==> config.mk <==
export PLATFORM = sky130hd
export DESIGN_NAME = hub75_quarter_scan_frame_engine
export DESIGN_NICKNAME = d
export VERILOG_FILES = /design/src/rtl/hqs_pkg.sv /design/src/rtl/hqs_frame_store.sv /design/src/rtl/hqs_scan_seq.sv /design/src/rtl/hub75_quarter_scan_frame_engine.sv
export SDC_FILE = /design/constraint.sdc
export NUM_CORES = 1
export LEC_CHECK = 0
export BUFFER_PORTS_ARGS = -buffer_cell sky130_fd_sc_hd__buf_2
export CORE_AREA = 5 5 213 215
export DETAILED_ROUTE_END_ITERATION = 6
export DIE_AREA = 0 0 218 220
export PLACE_DENSITY = 0.62
export SYNTH_ARGS = -nofsm -noshare
export SYNTH_HDL_FRONTEND = slang
export SYNTH_SLANG_ARGS = --single-unit
==> constraint.sdc <==
create_clock -name aclk -period 7.2 [get_ports aclk]
set_clock_uncertainty 0.2 [all_clocks]
set_input_delay 0 -clock aclk [delete_from_list [all_inputs] [get_ports aclk]]
set_output_delay 0 -clock aclk [all_outputs]
set_load 0.005 [all_outputs]
==> src/rtl/hqs_pkg.sv <==
// shared types, constants and the pixel address scramble for the quarter-scan frame engine
// no dependencies; imported by every module of the block

package hqs_pkg;

    localparam int PANEL_PIXELS   = 128;
    localparam int PANEL_ROWS     = 16;
    localparam int MODULES_ACROSS = 1;
    localparam int CHANNELS       = 2;
    localparam int LINE_PIXELS    = 16;
    localparam int GRP_SLOTS      = 16;
    localparam int CHAN_SPAN      = PANEL_PIXELS / CHANNELS;

    localparam int ADDR_W = $clog2(PANEL_PIXELS);
    localparam int BASE_W = ADDR_W + 1;
    localparam int LPIX_W = $clog2(LINE_PIXELS);
    localparam int SCR_W  = 16;

    localparam logic REQ_WRITE = 1'b0;
    localparam logic REQ_SCAN  = 1'b1;

    typedef logic [2:0] color_t;

    typedef struct packed {
        logic       req_type;
        logic [6:0] pixel_index;
        logic [2:0] pixel_color;
        logic [1:0] scan_line;
    } in_item_t;

    typedef struct packed {
        logic [1:0] row_select;
        logic       upper_red;
        logic       upper_green;
        logic       upper_blue;
        logic       lower_red;
        logic       lower_green;
        logic       lower_blue;
        logic       last_of_line;
    } out_item_t;

    // read request for both channels, issued by the scan sequencer
    typedef struct packed {
        logic              en;
        logic [ADDR_W-1:0] up_addr;
        logic              up_ok;
        logic [ADDR_W-1:0] lo_addr;
        logic              lo_ok;
    } rd_req_t;

    // linear map index to panel slot address
    function automatic logic [SCR_W-1:0] scramble(input logic [6:0] idx);
        logic [SCR_W-1:0] row;
        logic [SCR_W-1:0] col;
        logic [SCR_W-1:0] c4;
        logic [SCR_W-1:0] grp;
        logic [SCR_W-1:0] off;
        row = SCR_W'(idx) / SCR_W'(PANEL_ROWS);
        col = SCR_W'(idx) % SCR_W'(PANEL_ROWS);
        c4  = col % SCR_W'(4);
        grp = col / SCR_W'(4) + (row / SCR_W'(4)) * SCR_W'(MODULES_ACROSS * 4);
        case (row[1:0])
            2'd0: off = SCR_W'(2) * (SCR_W'(3) - c4);
            2'd1: off = SCR_W'(2) * (SCR_W'(3) - c4) + SCR_W'(1);
            2'd2: off = SCR_W'(2) * c4 + SCR_W'(9);
            default: off = SCR_W'(2) * c4 + SCR_W'(8);
        endcase
        return grp * SCR_W'(GRP_SLOTS) + off;
    endfunction

endpackage

==> src/rtl/hqs_frame_store.sv <==
// frame store: one write port, two registered read ports, per-entry valid bits
// depends on hqs_pkg

module hqs_frame_store
    import hqs_pkg::*;
(
    input  logic              aclk,
    input  logic              aresetn,
    input  logic              wr_en,
    input  logic [ADDR_W-1:0] wr_addr,
    input  color_t            wr_color,
    input  rd_req_t           rd_req,
    output color_t            up_data,
    output color_t            lo_data
);

    color_t                  mem [PANEL_PIXELS];
    logic [PANEL_PIXELS-1:0] valid_reg;
    color_t                  up_data_reg;
    color_t                  lo_data_reg;

    // an entry never written reads as blank
    always_ff @(posedge aclk) begin
        if (!aresetn) begin
            valid_reg <= '0;
        end else if (wr_en) begin
            valid_reg[wr_addr] <= 1'b1;
        end
    end

    always_ff @(posedge aclk) begin
        if (wr_en) begin
            mem[wr_addr] <= wr_color;
        end
    end

    // writes are only taken while no line is being read, so no bypass is needed
    always_ff @(posedge aclk) begin
        if (rd_req.en) begin
            up_data_reg <= (rd_req.up_ok && valid_reg[rd_req.up_addr]) ?
                           mem[rd_req.up_addr] : '0;
            lo_data_reg <= (rd_req.lo_ok && valid_reg[rd_req.lo_addr]) ?
                           mem[rd_req.lo_addr] : '0;
        end
    end

    assign up_data = up_data_reg;
    assign lo_data = lo_data_reg;

endmodule

==> src/rtl/hqs_scan_seq.sv <==
// scan sequencer: steps the shift clock counter, issues store reads, holds the result register
// depends on hqs_pkg

module hqs_scan_seq
    import hqs_pkg::*;
(
    input  logic      aclk,
    input  logic      aresetn,
    input  logic      start,
    input  logic [1:0] start_line,
    output logic      busy,
    output rd_req_t   rd_req,
    input  color_t    up_data,
    input  color_t    lo_data,
    output logic      m_valid,
    input  logic      m_ready,
    output out_item_t m_item
);

    typedef enum logic {
        ST_IDLE,
        ST_RUN
    } state_t;

    localparam logic [LPIX_W-1:0] LAST_POS = LPIX_W'(LINE_PIXELS - 1);

    state_t            state_reg;
    logic [1:0]        line_reg;
    logic [LPIX_W-1:0] pos_reg;
    logic              rd_valid_reg;
    logic              rd_last_reg;
    logic [1:0]        rd_line_reg;
    logic              out_valid_reg;
    out_item_t         out_item_reg;

    logic              adv;
    logic              issue;
    logic [BASE_W-1:0] up_base;
    logic [BASE_W-1:0] lo_base;

    // store output register moves on when the result register is free or being taken
    assign adv   = rd_valid_reg && (!out_valid_reg || m_ready);
    assign issue = (state_reg == ST_RUN) && (!rd_valid_reg || adv);

    assign up_base = BASE_W'(line_reg) * BASE_W'(LINE_PIXELS) + BASE_W'(pos_reg);
    assign lo_base = up_base + BASE_W'(CHAN_SPAN);

    always_comb begin
        rd_req.en      = issue;
        rd_req.up_addr = up_base[ADDR_W-1:0];
        rd_req.up_ok   = up_base < BASE_W'(PANEL_PIXELS);
        rd_req.lo_addr = lo_base[ADDR_W-1:0];
        rd_req.lo_ok   = (CHANNELS > 1) && (lo_base < BASE_W'(PANEL_PIXELS));
    end

    always_ff @(posedge aclk) begin
        if (!aresetn) begin
            state_reg     <= ST_IDLE;
            rd_valid_reg  <= 1'b0;
            out_valid_reg <= 1'b0;
        end else begin
            case (state_reg)
                ST_IDLE: begin
                    if (start) begin
                        line_reg  <= start_line;
                        pos_reg   <= '0;
                        state_reg <= ST_RUN;
                    end
                end
                ST_RUN: begin
                    if (issue) begin
                        pos_reg <= pos_reg + LPIX_W'(1);
                        if (pos_reg == LAST_POS) begin
                            state_reg <= ST_IDLE;
                        end
                    end
                end
                default: begin
                    state_reg <= ST_IDLE;
                end
            endcase

            if (issue) begin
                rd_valid_reg <= 1'b1;
                rd_last_reg  <= (pos_reg == LAST_POS);
                rd_line_reg  <= line_reg;
            end else if (adv) begin
                rd_valid_reg <= 1'b0;
            end

            if (adv) begin
                out_valid_reg             <= 1'b1;
                out_item_reg.row_select   <= rd_line_reg;
                out_item_reg.upper_red    <= up_data[0];
                out_item_reg.upper_green  <= up_data[1];
                out_item_reg.upper_blue   <= up_data[2];
                out_item_reg.lower_red    <= lo_data[0];
                out_item_reg.lower_green  <= lo_data[1];
                out_item_reg.lower_blue   <= lo_data[2];
                out_item_reg.last_of_line <= rd_last_reg;
            end else if (m_ready) begin
                out_valid_reg <= 1'b0;
            end
        end
    end

    assign busy    = (state_reg == ST_RUN);
    assign m_valid = out_valid_reg;
    assign m_item  = out_item_reg;

endmodule

==> src/rtl/hub75_quarter_scan_frame_engine.sv <==
// top level of the quarter-scan frame engine: request decode, pixel write path
// depends on hqs_pkg, hqs_frame_store, hqs_scan_seq
//
//   channel   direction  payload     handshake
//   s_        in         in_item_t   s_valid / s_ready
//   m_        out        out_item_t  m_valid / m_ready
//
// a pixel write request produces no result
// a scan request occupies the sequencer for one line, one store read of both
// channels per shift clock; the first result passes the run state, store output register
// and result register; the store port reads one pixel pair per cycle unless stalled
// reset clears the per-pixel valid bits at once, so the panel reads blank straight away
// a stalled result register holds the sequencer; requests wait while a line is read

module hub75_quarter_scan_frame_engine
    import hqs_pkg::*;
(
    input  logic      aclk,
    input  logic      aresetn,
    input  logic      s_valid,
    output logic      s_ready,
    input  in_item_t  s_item,
    output logic      m_valid,
    input  logic      m_ready,
    output out_item_t m_item
);

    logic             busy;
    logic             accept;
    logic             start;
    logic [SCR_W-1:0] scr_addr;
    logic             wr_en;
    rd_req_t          rd_req;
    color_t           up_data;
    color_t           lo_data;

    assign s_ready = !busy;
    assign accept  = s_valid && s_ready;
    assign start   = accept && (s_item.req_type == REQ_SCAN);

    assign scr_addr = scramble(s_item.pixel_index);
    assign wr_en    = accept && (s_item.req_type == REQ_WRITE)
                      && (SCR_W'(s_item.pixel_index) < SCR_W'(PANEL_PIXELS))
                      && (scr_addr < SCR_W'(PANEL_PIXELS));

    hqs_frame_store u_store (
        .aclk     (aclk),
        .aresetn  (aresetn),
        .wr_en    (wr_en),
        .wr_addr  (scr_addr[ADDR_W-1:0]),
        .wr_color (s_item.pixel_color),
        .rd_req   (rd_req),
        .up_data  (up_data),
        .lo_data  (lo_data)
    );

    hqs_scan_seq u_seq (
        .aclk       (aclk),
        .aresetn    (aresetn),
        .start      (start),
        .start_line (s_item.scan_line),
        .busy       (busy),
        .rd_req     (rd_req),
        .up_data    (up_data),
        .lo_data    (lo_data),
        .m_valid    (m_valid),
        .m_ready    (m_ready),
        .m_item     (m_item)
    );

endmodule
==> flow_metrics.env, run 1 <==
export IMPL_routed_via_count=11660
export IMPL_postRouteAntennaNets=0
export IMPL_maxSlewHeadroom=0.1965
export IMPL_run_status="completed"
export IMPL_critical_path_cell_chain="buf_4, buf_4, mux4_2, mux2i_1, a22o_1, a21oi_1, o2bb2a_4"
export IMPL_hold_start="s_item[11]"
export IMPL_final_min_clock_period_ns=3.605
export IMPL_transition_time_at_the_pin_with_the_least_slew_margin_ns=1.201
export IMPL_final_max_slew_violation_count=0
export IMPL_yosysMostFrequentCell="sky130_fd_sc_hd__edfxtp_1"
export IMPL_syn_to_final_growth_pct=12.73
export IMPL_synth_enable_flop_cells=408
export IMPL_cts_tree="yes"
export IMPL_portBuffers=27
export IMPL_crit_reg2reg_launch="u_seq.pos_reg[1]"
export IMPL_hold_path_class="input pin to flip-flop"
export IMPL_ys_warn_count=0
export IMPL_worst_setup_path_start_kind="flip-flop"
export IMPL_path_class="flip-flop to flip-flop"
export IMPL_clk_path_buf_depth=3
export IMPL_grt_start_max_net_pins=97
export IMPL_yosysUniqueCellTypes=51
export IMPL_gpl_final_weighted_congestion=0.8066
export IMPL_dominantRegCellSynth="sky130_fd_sc_hd__edfxtp_1"
export IMPL_worst_skew_pair_late_latency_ns=0.60
export IMPL_reg2reg_depth=7
export IMPL_crit_reg2reg_capture="u_store.up_data[0]"
export IMPL_core_um2=43550
export IMPL_path_common_cell="sky130_fd_sc_hd__buf_4"
export IMPL_synth_async_sr_flop_share=0
export IMPL_crit_arrival_ns=3.77
export IMPL_crit_path_max_fanout=57
export IMPL_finalSetupViolCount=0
export IMPL_layout_drive_gt1_share=0.1869
export IMPL_final_tns_setup_ns=0
export IMPL_rows=77
export IMPL_tritoncts_buffers=55
export IMPL_drt_wl_total_um=50350
export IMPL_largest_register_ff_count=384
export IMPL_static_leakage_power_nw=7.949
export IMPL_grt_usage=0.2127
export IMPL_irDropWorstVdd_uv=172.4
export IMPL_timing_critical_path_slowest_cell_delay_ns=0.77
export IMPL_synth_yosys_seq_area_share=0.7004
export IMPL_max_freq_mhz=277.4
export IMPL_cts_htree_levels=2
export IMPL_post_synth_main_area_contributors="sky130_fd_sc_hd__edfxtp_1 58%, sky130_fd_sc_hd__dfxtp_1 12%, sky130_fd_sc_hd__mux4_2 11%, sky130_fd_sc_hd__o21a_1 4.6%, sky130_fd_sc_hd__mux2i_1 3.8%"
export IMPL_first_global_vias=11630
export IMPL_chipWidth_um=218
export IMPL_grt_pass1_wl_um=75380
export IMPL_syn_avg_cell_area_um2=16.69
export IMPL_diodes=0
export IMPL_synthesis_instances=1272
export IMPL_cpMaxStageDelayCell="sky130_fd_sc_hd__buf_4"
export IMPL_synth_largest_area_cell="sky130_fd_sc_hd__edfxtp_1"
export IMPL_yosys_register_bits=539
export IMPL_detail_route_first_pass_iterations=5
export IMPL_whs_endpoint="u_store.mem[68][1]"
export IMPL_detail_route_wl_per_cell_um=25.66
export IMPL_total_number_of_nets_in_the_final_design=1345
export IMPL_floorplan_initialDensity=0.4876
export IMPL_initial_antenna_violation_count=0
export IMPL_clkSlewWorstSetupHoldPaths_ns=0.07
export IMPL_postCtsResizedCells=0
export IMPL_ioPinCount=28
export IMPL_final_clock_period_utilization_by_the_worst_path=0.5007
export IMPL_mappedNetlistArea_um2=21240
export IMPL_power_density_nw_per_um2=275.9
export IMPL_netlist_area_leader_share=0.5770
export IMPL_drtIter0Drc=979
export IMPL_ys_top_cells_by_count="408 x sky130_fd_sc_hd__edfxtp_1, 147 x sky130_fd_sc_hd__nor2_1, 131 x sky130_fd_sc_hd__dfxtp_1"
export IMPL_worst_hold_slack_ns=0.1083
export IMPL_worst_setup_ep_type="flip-flop"
export IMPL_grt_setup_unrepaired="no"
export IMPL_hpwlAfterDp_um=30990
export IMPL_syn_num_nets=1294
export IMPL_vias_per_cell=5.942
export IMPL_filler_cell_count=3466
export IMPL_critical_path_required_time_ns=7.36
export IMPL_grt_ovfl_total=0
export IMPL_floorplan_die_height_um=220
export IMPL_drcViolationCount=0
export IMPL_sequential_cell_area_um2=14870
export IMPL_ctsRootBufferMaster="sky130_fd_sc_hd__clkbuf_16"
export IMPL_ff2ff_setup_slack_ns=3.60
export IMPL_num_clock_sinks=539
export IMPL_floorplan_die_area_um2=47960
export IMPL_finalHoldViolCount=0
export IMPL_multi_input_comb_area_um2=5942
export IMPL_hold_depth=5
export IMPL_max_cap_viol_count=0
what timing repair did:
| action | in CTS | in global routing |
|---|---|---|
| setup buffers | 0 | 0 |
| hold buffers | 16 | 0 |
| hold endpoints to repair | 252 | 0 |
cells by family after synthesis:
family | after synthesis | share of synthesized area
flip-flops | 539 | 0.7004
AND/OR/NAND/NOR | 241 | 0.04820
AO/OA/AOI/OAI | 213 | 0.07618
multiplexers | 192 | 0.1506
buffers and inverters | 80 | 0.02080
adder cells (fa/ha/maj) | 5 | 0.002946
XOR/XNOR | 2 | 0.0008250
metrics by stage:
step / area [um2] / util / total power [mW] / setup WS [ns] / instances
after floorplan: 21240 / - / 3.628 / 4.758 / 1272
after global placement: 21910 / 0.5032 / 3.764 / 3.622 / 1842
after detailed placement: 21910 / 0.5032 / 3.767 / 3.583 / 1842
after CTS: 23940 / 0.5497 / 6.652 / 3.568 / 1962
after global routing: 23940 / 0.5497 / 6.826 / 3.421 / 1962
final: 23940 / 0.5497 / 6.606 / 3.595 / 1962
critical path: cells and delay by family, from the launching register on:
kind / cells / cell delay [ns]
flops: 1 / 0.36
buf+inv: 2 / 1.32
mux: 2 / 0.87
compound gates: 3 / 0.50
cell type report:
| cell class | count | area share |
|---|---|---|
| Sequential cell | 539 | 0.6214 |
| Multi-Input combinational cell | 653 | 0.2482 |
| Clock buffer | 76 | 0.06633 |
| Tap cell | 592 | 0.03094 |
| Timing Repair Buffer | 65 | 0.02018 |
| Clock inverter | 28 | 0.01155 |
| Inverter | 9 | 0.001411 |
routing by layer:
metal  wire [um]  global-route usage  up-vias  part of all wire
li1            -                   -     5088                 -
met1       21430              0.3011     6036              0.43
met2       23600              0.3317      446              0.47
met3        3785             0.04630       89             0.075
met4        1527             0.07201        0             0.030
met5           0                   0        -                 0
how the worst max path moves through the flow:
stage | startpoint | cells after the start | end | slack, ns
finish | u_seq.pos_reg[1] | 7 | u_store.up_data[0] | 3.60
global placement | u_seq.pos_reg[1] | 7 | u_store.lo_data[1] | 3.62
floorplan | u_seq.pos_reg[0] | 7 | u_store.up_data[1] | 4.76
global route | u_seq.pos_reg[0] | 6 | u_store.up_data[0] | 3.42
CTS | u_seq.pos_reg[0] | 6 | u_store.up_data[0] | 3.57
detailed placement | u_seq.pos_reg[0] | 6 | u_store.up_data[0] | 3.58
power by group:
part           internal (mW)  switching (mW)
clock                   1.72            1.18
sequential              3.35         0.00952
combinational          0.118           0.228
layout by cell type, fill, tap and decap left out, drive strengths merged, types with 6 or more instances in the layout:
cell type	instances
a211oi	6
a22oi	20
a31oi	7
buf	49
clkbuf	76
clkinv	22
dfxtp	131
dlygate4sd3	16
edfxtp	408
inv	10
mux2	10
mux2i	81
mux4	101
nand2	40
nand3	11
nand4	6
nor2	147
nor2b	12
nor3	8
o21a	130
o22ai	15
Power figures use the tool's default switching activity.
==> run 2, diff against run 1 <==
- clock period: 7.2 -> 3.6 ns (I/O delays scaled with it)
==> flow_metrics.env, run 2 (synthesis gave the netlist of run 1 again) <==
export IMPL_grt_start_max_net_pins=103
export IMPL_crit_reg2reg_capture="u_store.lo_data[0]"
export IMPL_drt_wl_total_um=49700
export IMPL_post_layout_total_power_mw=12.92
export IMPL_worst_setup_ep_type="flip-flop"
export IMPL_critical_path_cell_chain="buf_4, mux4_2, mux2i_1, nor3_1, o32ai_2, o2bb2a_4"
export IMPL_portBuffers=27
export IMPL_rows=77
export IMPL_path_class="flip-flop to flip-flop"
export IMPL_vias_per_cell=5.841
export IMPL_num_clock_sinks=539
export IMPL_drtIter0Drc=1074
export IMPL_grt_setup_unrepaired="no"
export IMPL_core_um2=43550
export IMPL_crit_reg2reg_launch="u_seq.pos_reg[0]"
export IMPL_cts_tree="yes"
export IMPL_ioPinCount=28
export IMPL_whs_endpoint="u_store.mem[62][0]"
export IMPL_final_tns_setup_ns=0
export IMPL_critPathBufInv=1
export IMPL_gpl_final_weighted_congestion=0.8031
export IMPL_first_global_vias=11860
export IMPL_syn_to_final_growth_pct=13.44
export IMPL_worst_setup_path_start_kind="flip-flop"
export IMPL_finalHoldViolCount=0
export IMPL_initial_antenna_violation_count=0
export IMPL_timing_critical_path_max_delay_family="multiplexers"
export IMPL_max_freq_mhz=326.7
export IMPL_diodes=0
export IMPL_hold_depth=6
export IMPL_cpMaxStageDelayCell="sky130_fd_sc_hd__edfxtp_1"
export IMPL_layout_drive_gt1_share=0.1938
export IMPL_postRouteAntennaNets=0
export IMPL_maxSlewHeadroom=0.2392
export IMPL_grt_pass1_wl_um=74930
export IMPL_reg2reg_depth=6
export IMPL_final_clock_period_utilization_by_the_worst_path=0.8503
export IMPL_timing_critical_path_slowest_cell_delay_ns=0.64
export IMPL_clkSlewWorstSetupHoldPaths_ns=0.06
export IMPL_static_leakage_power_nw=8.025
export IMPL_final_min_clock_period_ns=3.061
export IMPL_irDropWorstVdd_uv=343.5
export IMPL_floorplan_initialDensity=0.4876
export IMPL_max_cap_viol_count=0
export IMPL_grt_usage=0.2101
export IMPL_ctsRootBufferMaster="sky130_fd_sc_hd__clkbuf_16"
export IMPL_floorplan_die_height_um=220
export IMPL_largest_register_ff_count=384
export IMPL_chipWidth_um=218
export IMPL_cts_htree_levels=2
export IMPL_hpwlAfterDp_um=32010
export IMPL_detail_route_first_pass_iterations=5
export IMPL_finalSetupViolCount=0
export IMPL_floorplan_die_area_um2=47960
export IMPL_cts_hold_buf=15
export IMPL_crit_arrival_ns=3.20
export IMPL_transition_time_at_the_pin_with_the_least_slew_margin_ns=1.141
export IMPL_grt_ovfl_total=0
export IMPL_ff2ff_setup_slack_ns=0.54
export IMPL_worst_hold_slack_ns=0.05050
export IMPL_worst_skew_pair_late_latency_ns=0.60
export IMPL_critical_path_required_time_ns=3.74
export IMPL_final_cell_mix="408 x sky130_fd_sc_hd__edfxtp_1, 147 x sky130_fd_sc_hd__nor2_1, 131 x sky130_fd_sc_hd__dfxtp_1, 130 x sky130_fd_sc_hd__o21a_1, 101 x sky130_fd_sc_hd__mux4_2"
export IMPL_mostFrequentLayoutCell="sky130_fd_sc_hd__edfxtp_1"
export IMPL_run_status="completed"
export IMPL_hold_path_class="input pin to flip-flop"
export IMPL_tritoncts_buffers=54
export IMPL_cts_post_setup_buffers_inserted=0
export IMPL_total_number_of_nets_in_the_final_design=1371
export IMPL_clk_path_buf_depth=3
export IMPL_postCtsResizedCells=0
export IMPL_power_density_nw_per_um2=536.5
export IMPL_hold_start="s_item[8]"
export IMPL_final_max_slew_violation_count=0
export IMPL_routed_via_count=11600
export IMPL_drcViolationCount=0
export IMPL_crit_path_max_fanout=12
export IMPL_detail_route_wl_per_cell_um=25.04
-- run 2: cell types whose count changed in the layout (fill, tap and decap cells not counted), sizes merged --
cell | before | now
clkinv | 22 | 18
clkinvlp | 0 | 2
buf | 49 | 77
dlygate4sd3 | 16 | 15
bufinv | 5 | 3
clkbuf | 76 | 79
inv | 10 | 7
-- run 2: worst reg2reg max path: stages, from the launching register on --
cell and delay (ns):
sky130_fd_sc_hd__edfxtp_1 0.64, sky130_fd_sc_hd__buf_4 0.36, sky130_fd_sc_hd__mux4_2 0.55, sky130_fd_sc_hd__mux2i_1 0.36
sky130_fd_sc_hd__nor3_1 0.11, sky130_fd_sc_hd__o32ai_2 0.38, sky130_fd_sc_hd__o2bb2a_4 0.20
-- run 2: how the worst max path moves through the flow --
stage | cells after the start | endpoint | startpoint | slack, ns
final | 6 | u_store.lo_data[0] | u_seq.pos_reg[0] | 0.54
after global placement | 6 | u_store.lo_data[0] | u_seq.pos_reg[0] | 0.63
after global routing | 6 | u_store.lo_data[1] | u_seq.pos_reg[0] | 0.38
after floorplan | 7 | u_store.up_data[1] | u_seq.pos_reg[0] | 1.16
after CTS | 6 | u_store.lo_data[0] | u_seq.pos_reg[0] | 0.51
after detailed placement | 6 | u_store.lo_data[0] | u_seq.pos_reg[0] | 0.55
-- run 2: per-stage QoR --
step	area (um2)	setup slack (ns)	std cells	util
6_report	24090	0.5391	1985	0.5532
5_1_grt	24090	0.3785	1985	0.5532
2_1_floorplan	21240	1.158	1272	-
3_5_place_dp	22190	0.5487	1870	0.5097
3_3_place_gp	22190	0.6303	1870	0.5097
4_1_cts	24090	0.5074	1985	0.5532
-- run 2: where the power goes --
group	leakage [nW]	internal [mW]	switching, mW	total [mW]
clock	0.846	3.22	2.25	5.47
combinational	2.45	0.262	0.468	0.730
sequential	4.73	6.70	0.0186	6.72
total	8.02	10.2	2.74	12.9
-- run 2: area by class of cell --
cell class                      instances  area, um2
Clock buffer                           79       1569
Clock inverter                         21      176.4
Fill cell                            3430      19460
Inverter                                9      33.78
Multi-Input combinational cell        653       5937
Sequential cell                       539      14870
Tap cell                              592      740.7
Timing Repair Buffer                   92      758.2
-- run 2: layer usage --
metal  GRT usage  up-vias  part of all wire
met2      0.3229      409              0.46
met5           0        -                 0
met4     0.05924        0             0.025
met3     0.04382       91             0.075
li1            -     5125                 -
met1      0.3083     5970              0.44
==> run 3, diff against run 2 <==
==> constraint.sdc (replaced) <==
create_clock -name aclk -period 3.6 [get_ports aclk]
set_clock_uncertainty 0.2 [all_clocks]
set_input_delay 0.72 -clock aclk [delete_from_list [all_inputs] [get_ports aclk]]
set_output_delay 0.72 -clock aclk [all_outputs]
set_load 0.005 [all_outputs]
==> flow_metrics.env, run 3 (synthesis gave the netlist of run 1 again) <==
export IMPL_run_status="completed"
export IMPL_grt_pass1_wl_um=75060
export IMPL_final_max_slew_violation_count=0
export IMPL_grt_setup_unrepaired="no"
export IMPL_static_leakage_power_nw=8.178
export IMPL_critical_path_required_time_ns=3.77
export IMPL_ctsRootBufferMaster="sky130_fd_sc_hd__clkbuf_16"
export IMPL_mostFrequentLayoutCell="sky130_fd_sc_hd__edfxtp_1"
export IMPL_maxSlewHeadroom=0.4115
export IMPL_crit_path_max_fanout=12
export IMPL_rows=77
export IMPL_gpl_final_weighted_congestion=0.8512
export IMPL_portBuffers=27
export IMPL_floorplan_die_area_um2=47960
export IMPL_routed_via_count=11630
export IMPL_total_switching_power_mw=2.789
export IMPL_core_um2=43550
export IMPL_worst_hold_slack_ns=0.1041
export IMPL_largest_register_ff_count=384
export IMPL_placed_cells=1903
export IMPL_finalHoldViolCount=0
export IMPL_final_clock_period_utilization_by_the_worst_path=0.8534
export IMPL_final_tns_setup_ns=0
export IMPL_initial_antenna_violation_count=1
export IMPL_chipWidth_um=218
export IMPL_grt_start_max_net_pins=130
export IMPL_ioPinCount=28
export IMPL_num_clock_sinks=539
export IMPL_clkPwrFrac=0.426
export IMPL_post_layout_total_power_mw=12.95
export IMPL_transition_time_at_the_pin_with_the_least_slew_margin_ns=0.8827
export IMPL_p_int_mw=10.16
export IMPL_worst_setup_ep_type="flip-flop"
export IMPL_finalSetupViolCount=0
export IMPL_max_freq_mhz=325.5
export IMPL_layout_drive_gt1_share=0.2221
export IMPL_floorplan_die_height_um=220
export IMPL_diodes=0
export IMPL_postRouteAntennaNets=0
export IMPL_power_switching_fraction=0.2153
export IMPL_final_min_clock_period_ns=3.072
export IMPL_cts_htree_levels=2
export IMPL_filler_cell_count=3455
export IMPL_hpwlAfterDp_um=30970
export IMPL_drt_wl_total_um=49590
export IMPL_detail_route_wl_per_cell_um=24.72
export IMPL_clkSlewWorstSetupHoldPaths_ns=0.06
export IMPL_crit_arrival_ns=3.24
export IMPL_drcViolationCount=0
export IMPL_layoutNonFillerInstCount=2006
export IMPL_power_density_nw_per_um2=534.7
export IMPL_cts_post_setup_buffers_inserted=0
export IMPL_detail_route_first_pass_iterations=5
export IMPL_grt_ovfl_total=0
export IMPL_finalInstanceArea_um2=24230
export IMPL_postCtsResizedCells=0
export IMPL_worst_setup_path_start_kind="flip-flop"
export IMPL_first_global_vias=11760
export IMPL_grt_usage=0.2102
export IMPL_worst_skew_pair_late_latency_ns=0.61
export IMPL_drtIter0Drc=917
export IMPL_syn_to_final_growth_pct=14.09
export IMPL_cts_tree="yes"
export IMPL_path_class="flip-flop to flip-flop"
export IMPL_hold_path_class="input pin to flip-flop"
export IMPL_power_sequential_fraction=0.518
export IMPL_total_number_of_nets_in_the_final_design=1390
export IMPL_floorplan_initialDensity=0.4876
export IMPL_clk_path_buf_depth=3
export IMPL_max_cap_viol_count=0
export IMPL_final_cell_mix="408 x sky130_fd_sc_hd__edfxtp_1, 147 x sky130_fd_sc_hd__nor2_1, 131 x sky130_fd_sc_hd__dfxtp_1, 130 x sky130_fd_sc_hd__o21a_1, 101 x sky130_fd_sc_hd__mux4_2"
export IMPL_vias_per_cell=5.799
export IMPL_power_combinational_fraction=0.056
export IMPL_tritoncts_buffers=55
export IMPL_detailed_place_area_um2=22470
export IMPL_irDropWorstVdd_uv=307.0
export IMPL_cts_hold_buf=0
-- run 3: changes by cell type in the layout (fill, tap and decap cells not counted), moves of 3 or more --
cell	previous run	this run
sky130_fd_sc_hd__buf_12	7	10
sky130_fd_sc_hd__clkinv_2	5	15
sky130_fd_sc_hd__clkbuf_8	6	9
sky130_fd_sc_hd__inv_6	0	3
sky130_fd_sc_hd__clkbuf_1	16	12
sky130_fd_sc_hd__dlygate4sd3_1	15	0
sky130_fd_sc_hd__buf_4	47	77
sky130_fd_sc_hd__clkinv_1	12	8
-- run 3: per-layer routing --
layer | vias up | wire length (um) | track usage
met1 | 5936 | 22010 | 0.3087
met3 | 95 | 3349 | 0.03641
met2 | 408 | 22840 | 0.3249
li1 | 5192 | - | -
met4 | 2 | 1383 | 0.06636
met5 | - | 11 | 0
-- run 3: worst max-delay path, stage by stage (launching register included) --
cell	delay, ns
sky130_fd_sc_hd__edfxtp_1	0.62
sky130_fd_sc_hd__buf_4	0.30
sky130_fd_sc_hd__or2_0	0.47
sky130_fd_sc_hd__o22ai_1	0.20
sky130_fd_sc_hd__nor4_1	0.46
sky130_fd_sc_hd__o32ai_2	0.20
sky130_fd_sc_hd__a22oi_1	0.38
-- run 3: metrics by stage --
| stage | setup slack (ns) | util |
|---|---|---|
| 6_report | 0.5278 | 0.5563 |
| 2_1_floorplan | 0.8072 | - |
| 3_3_place_gp | 0.3602 | 0.5159 |
| 4_1_cts | 0.6071 | 0.5563 |
| 3_5_place_dp | 0.2589 | 0.5159 |
| 5_1_grt | 0.5077 | 0.5563 |
-- run 3: power groups by stage --
stage	Clock, mW	Combinational, mW	Sequential, mW
after floorplan	0	0.412	6.84
after global placement	0	0.721	6.85
after detailed placement	0	0.726	6.85
after CTS	5.63	0.727	6.71
after global routing	5.90	0.765	6.71
final	5.52	0.723	6.71
-- run 3: area by class of cell --
class                           instances  area [um2]  share of cell area
Sequential cell                       539       14870              0.6140
Multi-Input combinational cell        653        5926              0.2446
Clock buffer                           76        1545             0.06378
Timing Repair Buffer                  110       893.4             0.03687
Tap cell                              592       740.7             0.03057
Clock inverter                         27       214.0            0.008831
Inverter                                9       33.78            0.001394
-- run 3: final timing paths --
kind,from,end,slack [ns],cells after the start
min reg2reg,u_seq.rd_last_reg,u_seq.m_item[0],0.22,0
max reg2reg,u_seq.pos_reg[2],u_store.lo_data[2],0.53,6
min,s_item[1],u_seq.line_reg[1],0.10,1
max,u_seq.pos_reg[2],u_store.lo_data[2],0.53,6
